===== config.mk =====
export PLATFORM = sky130hd
export DESIGN_NAME = marker_frame_deframer
export DESIGN_NICKNAME = d
export VERILOG_FILES = /design/src/rtl/mfd_pkg.sv /design/src/rtl/marker_frame_deframer.sv
export SDC_FILE = /design/constraint.sdc
export NUM_CORES = 1
export LEC_CHECK = 0
export ABC_AREA = 1
export BUFFER_PORTS_ARGS = -buffer_cell sky130_fd_sc_hd__clkbuf_2
export CAP_MARGIN = 0
export CELL_PAD_IN_SITES_DETAIL_PLACEMENT = 1
export CELL_PAD_IN_SITES_GLOBAL_PLACEMENT = 2
export CORE_UTILIZATION = 36
export DETAILED_ROUTE_END_ITERATION = 6
export MAX_ROUTING_LAYER = met4
export PLACE_DENSITY_LB_ADDON = 0.1
export REMOVE_ABC_BUFFERS = 1
export SYNTH_ARGS = -nofsm -noshare
export SYNTH_HDL_FRONTEND = slang
export SYNTH_SLANG_ARGS = --single-unit

===== constraint.sdc =====
create_clock -name clk -period 5.8 [get_ports clk]
set_input_delay 1.16 -clock clk [delete_from_list [all_inputs] [get_ports clk]]
set_output_delay 1.16 -clock clk [all_outputs]
set_load 0.03 [all_outputs]

===== src/rtl/mfd_pkg.sv =====
`default_nettype none

package mfd_pkg;

  localparam int unsigned DEF_INFO_BYTES  = 9;
  localparam int unsigned DEF_MAX_PAYLOAD = 65536;

  localparam int unsigned MAGIC_BYTES = 4;
  localparam int unsigned LEN_BYTES   = 4;

  localparam int unsigned BYTE_W  = 8;
  localparam int unsigned WORD_W  = 32;
  localparam int unsigned FLEN_W  = 17;
  localparam int unsigned CFG_IDX_W = 2;

  localparam logic [FLEN_W-1:0] FLEN_MAX = {FLEN_W{1'b1}};

  typedef enum logic [2:0] {
    PH_HUNT  = 3'd0,
    PH_MAGIC = 3'd1,
    PH_SEQ   = 3'd2,
    PH_CMD   = 3'd3,
    PH_INFO  = 3'd4,
    PH_LEN   = 3'd5,
    PH_PAY   = 3'd6,
    PH_TAIL  = 3'd7
  } phase_t;

  typedef enum logic [2:0] {
    K_PAYLOAD  = 3'd0,
    K_GOOD     = 3'd1,
    K_BADTAIL  = 3'd2,
    K_BADMAGIC = 3'd3,
    K_TOOLONG  = 3'd4
  } kind_t;

  typedef enum logic [CFG_IDX_W-1:0] {
    CFG_HEAD  = 2'd0,
    CFG_MAGIC = 2'd1,
    CFG_TAIL  = 2'd2
  } cfg_reg_t;

endpackage

`default_nettype wire


===== src/rtl/marker_frame_deframer.sv =====
`default_nettype none
// Byte-stream frame parser: one received byte per beat.
// A result is registered onto out_valid when the byte that causes it is accepted.
// Throughput: one byte per cycle; in_ready drops only while a held result is not taken.
// Reset (synchronous, rst_n low) clears the marker and magic registers to zero,
// puts the parser in the hunt phase and empties the result register.
module marker_frame_deframer #(
  parameter int unsigned INFO_BYTES  = mfd_pkg::DEF_INFO_BYTES,
  parameter int unsigned MAX_PAYLOAD = mfd_pkg::DEF_MAX_PAYLOAD
) (
  input  wire logic                           clk,
  input  wire logic                           rst_n,
  input  wire logic                           cfg_we,
  input  wire logic [mfd_pkg::CFG_IDX_W-1:0]  cfg_index,
  input  wire logic [mfd_pkg::WORD_W-1:0]     cfg_wdata,
  input  wire logic                           in_valid,
  output logic                                in_ready,
  input  wire logic [mfd_pkg::BYTE_W-1:0]     in_rx_byte,
  output logic                                out_valid,
  input  wire logic                           out_ready,
  output mfd_pkg::kind_t                      out_kind,
  output logic [mfd_pkg::BYTE_W-1:0]          out_payload_byte,
  output logic [mfd_pkg::BYTE_W-1:0]          out_frame_seq,
  output logic [mfd_pkg::BYTE_W-1:0]          out_frame_cmd,
  output logic [mfd_pkg::FLEN_W-1:0]          out_frame_length
);
  import mfd_pkg::*;

  // The byte counter walks the magic, info and length fields.
  localparam int unsigned IDX_W = (INFO_BYTES > 3) ? $clog2(INFO_BYTES + 1) : 2;
  localparam int unsigned PAY_W = $clog2(MAX_PAYLOAD + 1);

  logic [BYTE_W-1:0] head_marker_r;
  logic [WORD_W-1:0] magic_word_r;
  logic [BYTE_W-1:0] tail_marker_r;

  phase_t             phase_r, phase_nxt;
  logic [IDX_W-1:0]   byte_idx_r, byte_idx_nxt;
  logic [BYTE_W-1:0]  seq_hold_r, seq_hold_nxt;
  logic [BYTE_W-1:0]  cmd_hold_r, cmd_hold_nxt;
  logic [WORD_W-1:0]  length_accum_r, length_accum_nxt;
  logic [PAY_W-1:0]   pay_left_r, pay_left_nxt;

  logic               emit;
  logic               emit_hdr;
  kind_t              emit_kind;
  logic [BYTE_W-1:0]  emit_pbyte;
  logic [FLEN_W-1:0]  len_sat;

  logic               out_valid_r;
  kind_t              out_kind_r;
  logic [BYTE_W-1:0]  out_pbyte_r;
  logic [BYTE_W-1:0]  out_seq_r;
  logic [BYTE_W-1:0]  out_cmd_r;
  logic [FLEN_W-1:0]  out_len_r;

  logic               in_fire;
  logic [BYTE_W-1:0]  magic_expect;
  logic [4:0]         lane_shift;

  assign in_ready = !out_valid_r || out_ready;
  assign in_fire  = in_valid && in_ready;

  assign lane_shift   = {byte_idx_r[1:0], 3'b000};
  assign magic_expect = BYTE_W'(magic_word_r >> lane_shift);

  always_comb begin
    phase_nxt        = phase_r;
    byte_idx_nxt     = byte_idx_r;
    seq_hold_nxt     = seq_hold_r;
    cmd_hold_nxt     = cmd_hold_r;
    length_accum_nxt = length_accum_r;
    pay_left_nxt     = pay_left_r;
    emit             = 1'b0;
    emit_hdr         = 1'b1;
    emit_kind        = K_PAYLOAD;
    emit_pbyte       = '0;

    unique case (phase_r)
      PH_HUNT: begin
        if (in_rx_byte == head_marker_r) begin
          phase_nxt    = PH_MAGIC;
          byte_idx_nxt = '0;
        end
      end
      PH_MAGIC: begin
        if (in_rx_byte == magic_expect) begin
          if (byte_idx_r == IDX_W'(MAGIC_BYTES - 1)) begin
            phase_nxt    = PH_SEQ;
            byte_idx_nxt = '0;
          end else begin
            byte_idx_nxt = byte_idx_r + 1'b1;
          end
        end else begin
          // A mismatching byte that is itself a head marker opens a new frame.
          byte_idx_nxt = '0;
          phase_nxt    = (in_rx_byte == head_marker_r) ? PH_MAGIC : PH_HUNT;
          emit         = 1'b1;
          emit_hdr     = 1'b0;
          emit_kind    = K_BADMAGIC;
        end
      end
      PH_SEQ: begin
        seq_hold_nxt = in_rx_byte;
        phase_nxt    = PH_CMD;
      end
      PH_CMD: begin
        cmd_hold_nxt = in_rx_byte;
        byte_idx_nxt = '0;
        if (INFO_BYTES == 0) begin
          phase_nxt        = PH_LEN;
          length_accum_nxt = '0;
        end else begin
          phase_nxt = PH_INFO;
        end
      end
      PH_INFO: begin
        if (byte_idx_r == IDX_W'(INFO_BYTES - 1)) begin
          phase_nxt        = PH_LEN;
          byte_idx_nxt     = '0;
          length_accum_nxt = '0;
        end else begin
          byte_idx_nxt = byte_idx_r + 1'b1;
        end
      end
      PH_LEN: begin
        length_accum_nxt = length_accum_r | (WORD_W'(in_rx_byte) << lane_shift);
        if (byte_idx_r == IDX_W'(LEN_BYTES - 1)) begin
          byte_idx_nxt = '0;
          if (length_accum_nxt > WORD_W'(MAX_PAYLOAD)) begin
            phase_nxt = PH_HUNT;
            emit      = 1'b1;
            emit_kind = K_TOOLONG;
          end else begin
            pay_left_nxt = PAY_W'(length_accum_nxt);
            phase_nxt    = (length_accum_nxt == '0) ? PH_TAIL : PH_PAY;
          end
        end else begin
          byte_idx_nxt = byte_idx_r + 1'b1;
        end
      end
      PH_PAY: begin
        if (pay_left_r != '0) begin
          pay_left_nxt = pay_left_r - 1'b1;
        end
        if (pay_left_r <= PAY_W'(1)) begin
          phase_nxt = PH_TAIL;
        end
        emit       = 1'b1;
        emit_kind  = K_PAYLOAD;
        emit_pbyte = in_rx_byte;
      end
      PH_TAIL: begin
        // The closing byte is never rescanned as a head marker.
        phase_nxt    = PH_HUNT;
        byte_idx_nxt = '0;
        emit         = 1'b1;
        emit_kind    = (in_rx_byte == tail_marker_r) ? K_GOOD : K_BADTAIL;
      end
      default: begin
        phase_nxt = PH_HUNT;
      end
    endcase
  end

  assign len_sat = (length_accum_nxt > WORD_W'(FLEN_MAX)) ? FLEN_MAX
                                                          : length_accum_nxt[FLEN_W-1:0];

  always_ff @(posedge clk) begin
    if (!rst_n) begin
      head_marker_r <= '0;
      magic_word_r  <= '0;
      tail_marker_r <= '0;
    end else if (cfg_we) begin
      case (cfg_index)
        CFG_HEAD:  head_marker_r <= cfg_wdata[BYTE_W-1:0];
        CFG_MAGIC: magic_word_r  <= cfg_wdata;
        CFG_TAIL:  tail_marker_r <= cfg_wdata[BYTE_W-1:0];
        default: begin
        end
      endcase
    end
  end

  always_ff @(posedge clk) begin
    if (!rst_n) begin
      phase_r        <= PH_HUNT;
      byte_idx_r     <= '0;
      seq_hold_r     <= '0;
      cmd_hold_r     <= '0;
      length_accum_r <= '0;
      pay_left_r     <= '0;
    end else if (in_fire) begin
      phase_r        <= phase_nxt;
      byte_idx_r     <= byte_idx_nxt;
      seq_hold_r     <= seq_hold_nxt;
      cmd_hold_r     <= cmd_hold_nxt;
      length_accum_r <= length_accum_nxt;
      pay_left_r     <= pay_left_nxt;
    end
  end

  always_ff @(posedge clk) begin
    if (!rst_n) begin
      out_valid_r <= 1'b0;
    end else if (in_fire) begin
      out_valid_r <= emit;
    end else if (out_ready) begin
      out_valid_r <= 1'b0;
    end
  end

  // Result payload; header fields read zero on a bad magic result.
  always_ff @(posedge clk) begin
    if (in_fire && emit) begin
      out_kind_r  <= emit_kind;
      out_pbyte_r <= emit_pbyte;
      out_seq_r   <= emit_hdr ? seq_hold_nxt : '0;
      out_cmd_r   <= emit_hdr ? cmd_hold_nxt : '0;
      out_len_r   <= emit_hdr ? len_sat : '0;
    end
  end

  assign out_valid        = out_valid_r;
  assign out_kind         = out_kind_r;
  assign out_payload_byte = out_pbyte_r;
  assign out_frame_seq    = out_seq_r;
  assign out_frame_cmd    = out_cmd_r;
  assign out_frame_length = out_len_r;

endmodule

`default_nettype wire

==> results of run 1 <==
-- layout by cell type, fill, tap and decap left out, types with 9 or more instances in the layout --
master | synthesis | final
nand4_1 | 16 | 16
o211ai_1 | 22 | 22
o21ai_0 | 112 | 112
edfxtp_1 | 44 | 44
nand3_1 | 86 | 86
inv_1 | 129 | 127
nor3_1 | 10 | 9
xor2_1 | 14 | 14
clkbuf_2 | 0 | 92
nor2_1 | 190 | 190
clkbuf_16 | 0 | 17
a21oi_1 | 74 | 74
o21ai_1 | 10 | 10
nand2_1 | 238 | 238
dfxtp_1 | 121 | 121
nand3_2 | 13 | 13
-- critical path, cell delays in order (launching register included) --
cell	delay, ps
dfxtp_1	310
inv_1	670
ha_1	290
nand3_1	120
nand2_2	130
nand2_4	110
clkinv_2	280
o21ai_0	130
nand2_1	120
nand4_1	130
nor2_2	720
nand3_1	160
nand2_1	100
inv_1	50
-- logic make-up after synthesis --
family	after synthesis	synth area share (%)
adders and majority gates	4	0.583
AOI/OAI and AO/OA	234	14.9
DFF	165	43.6
and+or+nand+nor	573	28.8
buffers and inverters	206	9.91
xor gates and xnor gates	22	2.24
-- power by group through the flow --
| stage | sequential, uW | combinational [uW] | clock (uW) |
|---|---|---|---|
| finish | 1240 | 260 | 1210 |
| global route | 1250 | 300 | 1280 |
| CTS | 1240 | 264 | 1230 |
| detailed placement | 1270 | 262 | 0 |
| global placement | 1270 | 257 | 0 |
| floorplan | 1270 | 166 | 0 |
-- how the worst max path moves through the flow --
stage                                       to  slack (ps)  depth (start not counted)
after floorplan               out_frame_cmd[0]        1410                          6
after global placement        out_frame_cmd[5]        1900                         13
after detailed placement   out_payload_byte[2]        1850                         13
after CTS                  out_frame_length[4]        2200                         13
after global routing      out_frame_length[16]        1910                         13
final                      out_frame_length[1]        2250                         13
-- metrics by stage --
stage	std cells	area (um^2)	util, %	worst slack [ps]
2_1_floorplan	1137	8260	-	1410
3_3_place_gp	1554	9170	39.2	1900
3_5_place_dp	1554	9170	39.2	1850
4_1_cts	1586	9780	41.8	2200
5_1_grt	1586	9780	41.8	1910
6_report	1586	9780	41.8	2250
-- per-layer routing --
| metal | GRT usage [%] | vias up |
|---|---|---|
| met5 | - | - |
| met4 | 6.35 | 0 |
| met3 | 3.24 | 32 |
| met2 | 40.3 | 147 |
| met1 | 29.9 | 3741 |
| li1 | - | 4018 |
-- flip-flops by register name, indices dropped and copies added, names as in the netlist --
name and count:
length_accum_r 32, cmd_hold_r 8, out_frame_seq 8, out_payload_byte 8, magic_word_r 32, out_frame_cmd 8
out_valid 1, out_frame_length 17, out_kind 3, head_marker_r 8, phase_r 3, seq_hold_r 8
pay_left_r 17, tail_marker_r 8, byte_idx_r 4
-- area by class of cell --
type / instances / area share, %
Sequential cell: 165 / 38.3
Timing Repair Buffer: 98 / 5.17
Multi-Input combinational cell: 833 / 40.9
Clock inverter: 15 / 1.87
Clock buffer: 17 / 4.35
Inverter: 139 / 5.35
Tap cell: 319 / 4.08
==> impl_metrics.toml, run 1 <==
[critical_path]
startpoint_type = "flop"
arrival_ps = 3750
rr_worst_depth = 13
rrSetupSlack_ps = 2250
r2r-end = "out_frame_length[1]"
worst-setup-path-type = "reg -> reg"
path_max_fanout = 24
required_ps = 5990
timing.rr.start = "byte_idx_r[1]"
crit_start = "byte_idx_r[1]"
endpoint_kind = "flop"

[power]
p_int_uw = 1970
swShare_pct = 27.4
comb_power_share_pct = 9.6
p_sw_uw = 742
power_leakage_uw = 0.00456
finalPower_uw = 2710
pwr-share-clk_pct = 44.5
ir_drop_mv = 0.168
p_per_area_nw_per_um2 = 277
seq_power_share_pct = 45.9

[clock_tree]
cts-root-buf = "clkbuf_16"
cts_hold_buf = 0
cts_tree = "built"
postCtsSetupBuffers = 0
cts_resized = 0
cts_buffers = 17
clock_sinks = 165
ctsHtreeMaxLevel = 4
clk_latency_ps = 440
clockBufferDepth = 2
clkTransAtPathRegs_ps = 70

[grt]
overflow = 0
grt_start_max_net_pins = 64
grt_pass1_wl_um = 43800
track_usage_pct = 23.9
grt_pass1_vias = 7981
antenna_found_initial = 0

[logic_synthesis]
synth_cell_types = 44
synth_most_common_cell = "nand2_1"
synth_top_area_share_pct = 28.2
async_reset_ff_share_pct = 0
ys_seq_elements = 165
synthTopCellsByArea = "dfxtp_1 (28%), edfxtp_1 (15%), nand2_1 (10%), nor2_1 (8.3%), o21ai_0 (6.5%)"
synth_top_area_cell = "dfxtp_1"
synth_common_cells = "nand2_1 (238), nor2_1 (190), inv_1 (129)"
syn_area_per_cell_um2 = 7.13
synth_area_um2 = 8590
synth-main-ff-cell = "dfxtp_1"
synth_cells = 1204
ys_seq_area_share_pct = 43.6
synth-edff-count = 44
yosysWarnings = 0

[sta]
fin_crit_sh_pct = 61.3
hold_viol_final = 0
finalClockSkew_ps = 17.2
setup-tns-final_ps = 0
finalCriticalPeriod_ps = 3550
worstMarginPinSlew_ps = 1020
fmax_ghz = 0.281
rsz0062_at_grt = "false"
relSlewSlack_pct = 31.9
whs_ps = 495
finalSetupViolations = 0
drv_slew = 0

[routing]
via_per_inst = 5.01
vias = 7938
dr_wl_met3_um = 772
routedWlPerCell_um = 16.9
wl_met1_um = 12600
antenna_left = 0
dr.pass1.iters = 5
routed_wirelength_um = 26800
drc = 0
drtIter0Drc = 400
top_layer = "met4"
met2WireLength_um = 13000

[hold_path]
hold_start = "pay_left_r[5]"
holdPathStages = 2
holdPathEnd = "pay_left_r[5]"
hp-class = "reg -> reg"

[placed_design]
io_buffers = 92
dp.final_hpwl_um = 18200
place_congestion = 0.803

[final_layout]
layout-drive-gt1-share_pct = 13.7
antenna_cells = 0
fillers = 3030
fin_nets = 1305
syn_to_final_growth_pct = 13.9
area.sequential_um2 = 3740
multiInputGateArea_um2 = 4000

[floorplan]
dieArea_um2 = 24500
io_pins = 93
start_util_pct = 36.7
die_h_um = 156
dieWidth_um = 156
rows = 56
fp.coreArea_um2 = 23400

[flow_run]
drv_cap = 0

[status]
status = "finished, final reports clean"
Note: power is estimated with default switching activity, not from simulation.
==> run 2: changes to the inputs <==
CORE_UTILIZATION = 34   (was 36)
clock period = 3.3 ns   (was 5.8 ns; I/O delays follow)
==> run 2 against run 1 <==
  * Clock-buffer cell count stayed put
  * Global-route usage fell by 1.1 points
  * Total power increased by 72%
  * Via count hardly changed
  * Register-to-register slack worse by 1600 ps
  * Clock power grew 65%
  * Largest power group unchanged
==> impl_metrics.toml, run 2 (same netlist as run 1, synthesis figures left out) <==
[critical_path]
r2r-end = "out_frame_length[1]"
critPathMaxStageDelay_ps = 520
slowest_stage = "dfxtp_1"
critPathTopFamily = "simple AND/OR/NAND/NOR gates"
endpoint_kind = "flop"
crit_chain = "inv_2 -> nand3_2 -> inv_2 -> nand2_2 -> nand2_4 -> clkinv_2 -> o21ai_1 -> nand2_1 -> nand4_2 -> nor2_4 -> nand3_1 -> nand2_1 -> inv_1"
timing.rr.start = "phase_r[0]"
startpoint_type = "flop"
rrSetupSlack_ps = 670
rr_worst_depth = 13
arrival_ps = 2830
required_ps = 3490
path_max_fanout = 24
worst-setup-path-type = "reg -> reg"
crit_buf_inv = 4

[sta]
fin_crit_sh_pct = 79.8
finalSetupViolations = 0
drv_slew = 0
fmax_ghz = 0.380
hold_viol_final = 0
rsz0062_at_grt = "false"
relSlewSlack_pct = 30.2
finalCriticalPeriod_ps = 2630
worstMarginPinSlew_ps = 1050
whs_ps = 438
finalClockSkew_ps = 19.1

[floorplan]
fp.coreArea_um2 = 24500
start_util_pct = 35.0
rows = 57
dieWidth_um = 161
dieArea_um2 = 25900
die_h_um = 161
io_pins = 93

[power]
power_leakage_uw = 0.00463
p_per_area_nw_per_um2 = 469
ir_drop_mv = 0.350
finalPower_uw = 4650

[routing]
vias = 7934
antenna_left = 0
drc = 0
routed_wirelength_um = 27300
dr.pass1.iters = 4
via_per_inst = 4.93
routedWlPerCell_um = 17.0
drtIter0Drc = 310

[clock_tree]
cts_resized = 0
cts_hold_buf = 0
cts_tree = "built"
clock_sinks = 165
ctsHtreeMaxLevel = 4
clockBufferDepth = 2
postCtsSetupBuffers = 0
cts-root-buf = "clkbuf_16"
clk_latency_ps = 440
cts_buffers = 17
clkTransAtPathRegs_ps = 80

[final_layout]
layout_common_cells = "nand2_1 (238), nor2_1 (190), inv_1 (127)"
antenna_cells = 0
design_area_um2 = 9910
post-route-util_pct = 40.4
layout-drive-gt1-share_pct = 14.8
fin_nets = 1323
final_common_cell = "nand2_1"
biggestRegsByFlops = "length_accum_r (32), magic_word_r (32)"
syn_to_final_growth_pct = 15.4

[hold_path]
holdPathEnd = "magic_word_r[14]"
hold_start = "cfg_wdata[14]"
hp-class = "in -> reg"
holdPathStages = 3

[grt]
grt_pass1_wl_um = 44800
overflow = 0
track_usage_pct = 22.8
grt_pass1_vias = 8167
antenna_found_initial = 0
grt_start_max_net_pins = 100

[placed_design]
io_buffers = 92
dp.final_hpwl_um = 18900
place_congestion = 0.807
placed_area_um2 = 9320

[status]
status = "finished, final reports clean"

[flow_run]
drv_cap = 0
-- run 2: how the worst max path moves through the flow --
stage | to | cells after the start | slack [ps] | from
6_report | out_frame_length[1] | 13 | 670 | phase_r[0]
4_1_cts | out_frame_length[1] | 13 | 670 | phase_r[0]
2_1_floorplan | out_frame_cmd[0] | 6 | -590 | out_ready
5_1_grt | out_frame_length[1] | 13 | 500 | phase_r[0]
3_5_place_dp | out_frame_seq[1] | 14 | 450 | in_rx_byte[0]
3_3_place_gp | out_frame_seq[1] | 14 | 460 | in_rx_byte[0]
-- run 2: tightest hold or removal path: stages --
cell and delay [ps]:
clkbuf_2 70, nor2_1 30, nor2_1 80
-- run 2: area by class of cell --
type | count | area [um^2]
multi-input cells | 833 | 4000
flip-flops and latches | 165 | 3740
inverters | 139 | 523
fillers | 3175 | 14600
repair buffers | 116 | 653
clock buffers | 17 | 425
clock inverters | 15 | 158
well taps | 324 | 405
-- run 2: routing by layer --
metal | wire length [um] | vias up | track usage (%)
li1 | - | 4046 | -
met2 | 13200 | 118 | 37.9
met4 | 631 | 0 | 7.29
met5 | 0 | - | -
met1 | 12800 | 3733 | 28.5
met3 | 683 | 37 | 3.13
-- run 2: per-stage QoR --
stage	setup TNS [ps]	worst slack, ps	cells
4_1_cts	0	674	1609
6_report	0	666	1609
5_1_grt	0	498	1609
3_5_place_dp	0	450	1577
2_1_floorplan	-29050	-586	1137
3_3_place_gp	0	462	1577
-- run 2: power breakdown --
part / switching [uW] / internal, uW / leakage, uW / total [uW]
sequential: 35.8 / 2150 / 0.00139 / 2190
combinational: 300 / 159 / 0.00296 / 458
clock: 993 / 1010 / 0.000282 / 2000
==> run 3: changes to the inputs <==
CORE_UTILIZATION = 30   (was 34)
clock period = 2.2 ns   (was 3.3 ns; I/O delays follow)
==> run 3 against run 2 <==
  * The flow now finishes with violations (negative setup slack)
  * Clock-buffer cell count unchanged
  * Via count rose by 7.9%
  * Utilization rose by 1.2 points
  * Critical path type unchanged
  * Critical endpoint is now out_frame_length[3]
  * Largest cell class unchanged
==> impl_metrics.toml, run 3 (same netlist as run 1, synthesis figures left out) <==
[status]
status = "finished with violations"
violations = "negative setup slack"

[routing]
via_per_inst = 4.77
routed_wirelength_um = 30600
top_layer = "met4"
wl_met1_um = 15400
dr.pass1.iters = 5
dr_wl_met3_um = 873
met2WireLength_um = 14000
antenna_left = 0
drtIter0Drc = 401
vias = 8563
drc = 0
routedWlPerCell_um = 17.0

[floorplan]
die_h_um = 171
fp.coreArea_um2 = 27900
dieWidth_um = 171
io_pins = 93
dieArea_um2 = 29300
rows = 61
start_util_pct = 30.7

[final_layout]
antenna_cells = 0
final_cells = 1795
final_common_cell = "nand2_1"
layout_common_cells = "nand2_1 (199), nor2_1 (185), buf_4 (130)"
syn_to_final_growth_pct = 35.1
biggestRegsByFlops = "length_accum_r (32), magic_word_r (32)"
fin_nets = 1455
fillers = 3506
area.sequential_um2 = 3750
layout-drive-gt1-share_pct = 28.0
multiInputGateArea_um2 = 4300

[clock_tree]
clock_sinks = 165
ctsHtreeMaxLevel = 4
cts-root-buf = "clkbuf_16"
clk_latency_ps = 440
cts_tree = "built"
clkTransAtPathRegs_ps = 80
clockBufferDepth = 2
cts_buffers = 17

[power]
power_leakage_uw = 0.00545
p_per_area_nw_per_um2 = 625
ir_drop_mv = 0.388

[hold_path]
holdPathStages = 3
hp-class = "in -> reg"

[sta]
worstMarginPinSlew_ps = 968
setup-tns-final_ps = -185
fin_crit_sh_pct = 101
finalSetupViolations = 15
whs_ps = 223
hold_viol_final = 0
fin_ws_ps = -19.7
drv_slew = 0
relSlewSlack_pct = 35.4
finalCriticalPeriod_ps = 2220
fmax_ghz = 0.451
finalClockSkew_ps = 13.8
rsz0062_at_grt = "true"

[placed_design]
io_buffers = 92
place_congestion = 0.836
place_ws_ps = -141
placedCellCount = 1740
dp.final_hpwl_um = 21800

[flow_run]
drv_cap = 0

[grt]
track_usage_pct = 21.7
grt_pass1_vias = 8509
grt_pass1_wl_um = 47000
overflow = 0
grt_start_max_net_pins = 53
antenna_found_initial = 0

[critical_path]
path_max_fanout = 8
rrSetupSlack_ps = -20
slowest_stage = "dfxtp_4"
startpoint_type = "flop"
endpoint_kind = "flop"
crit_chain = "clkinv_8 -> buf_4 -> nand3_1 -> nand2_2 -> nor2_2 -> nand2_1 -> inv_1 -> nand2_1 -> nor2_2 -> nand2_2 -> nand4_1 -> nand2_1 -> nand2_2 -> inv_8 -> clkbuf_16"
r2r-end = "out_frame_length[3]"
worstSetupEndpoint = "out_frame_length[3]"
worst-setup-path-type = "reg -> reg"
timing.rr.start = "byte_idx_r[0]"
critPathMaxStageDelay_ps = 410
crit_start = "byte_idx_r[0]"
arrival_ps = 2420
rr_worst_depth = 15
required_ps = 2400
==> run 3: changes by cell type in the layout (fill, tap and decap cells not counted), moves of 7 or more <==
cell	delta
buf_12	+8
buf_4	+107
buf_6	+7
nand2_1	-39
nand2_2	+35
nand3_1	-16
nand3_2	+10
==> run 3: where the power goes <==
part / total (uW) / switching (uW) / internal (uW)
clock: 3100 / 1560 / 1550
sequential: 3280 / 57.8 / 3220
combinational: 870 / 517 / 354
total: 7260 / 2130 / 5120
==> run 3: per-stage QoR <==
step | power, uW | utilization, % | area [um^2]
after floorplan | 3780 | - | 8260
after global placement | 4150 | 36.8 | 10300
after detailed placement | 4170 | 36.8 | 10300
after CTS | 7310 | 39.8 | 11100
after global routing | 7570 | 41.5 | 11600
final | 7260 | 41.5 | 11600
==> run 3: worst min path at each step <==
stage,start,end,slack [ps]
CTS,cfg_wdata[18],magic_word_r[18],210
global route,cfg_wdata[19],magic_word_r[19],210
detailed placement,cmd_hold_r[2],cmd_hold_r[2],480
finish,cfg_wdata[18],magic_word_r[18],220
global placement,pay_left_r[5],pay_left_r[5],480
floorplan,pay_left_r[5],pay_left_r[5],450
==> run 3: final cells by class <==
cell class / instances / area share [%]
Sequential cell: 165 / 32.3
Timing Repair Buffer: 248 / 16.5
Clock inverter: 15 / 1.57
Inverter: 139 / 4.73
Tap cell: 378 / 4.08
Clock buffer: 17 / 3.67
Multi-Input combinational cell: 833 / 37.1
==> run 3: repair_timing <==
item,CTS,global route
cloned,3,7
pin swaps,9,41
resized for setup,34,89
setup endpoints to repair,64,83
buffers inserted,7,8
hold buffers,0,0
==> run 3: critical path: cells and delay by family, from the launching register on <==
family	cells	cell delay [ps]
buffers and inverters	5	570
and+or+nand+nor	10	990
DFF	1	410
==> run 3: layer usage <==
metal / vias to the layer above / GRT usage (%)
met1: 4086 / 29.2
met3: 18 / 3.01
met2: 131 / 35.0
li1: 4328 / -
met4: 0 / 4.00
met5: - / -
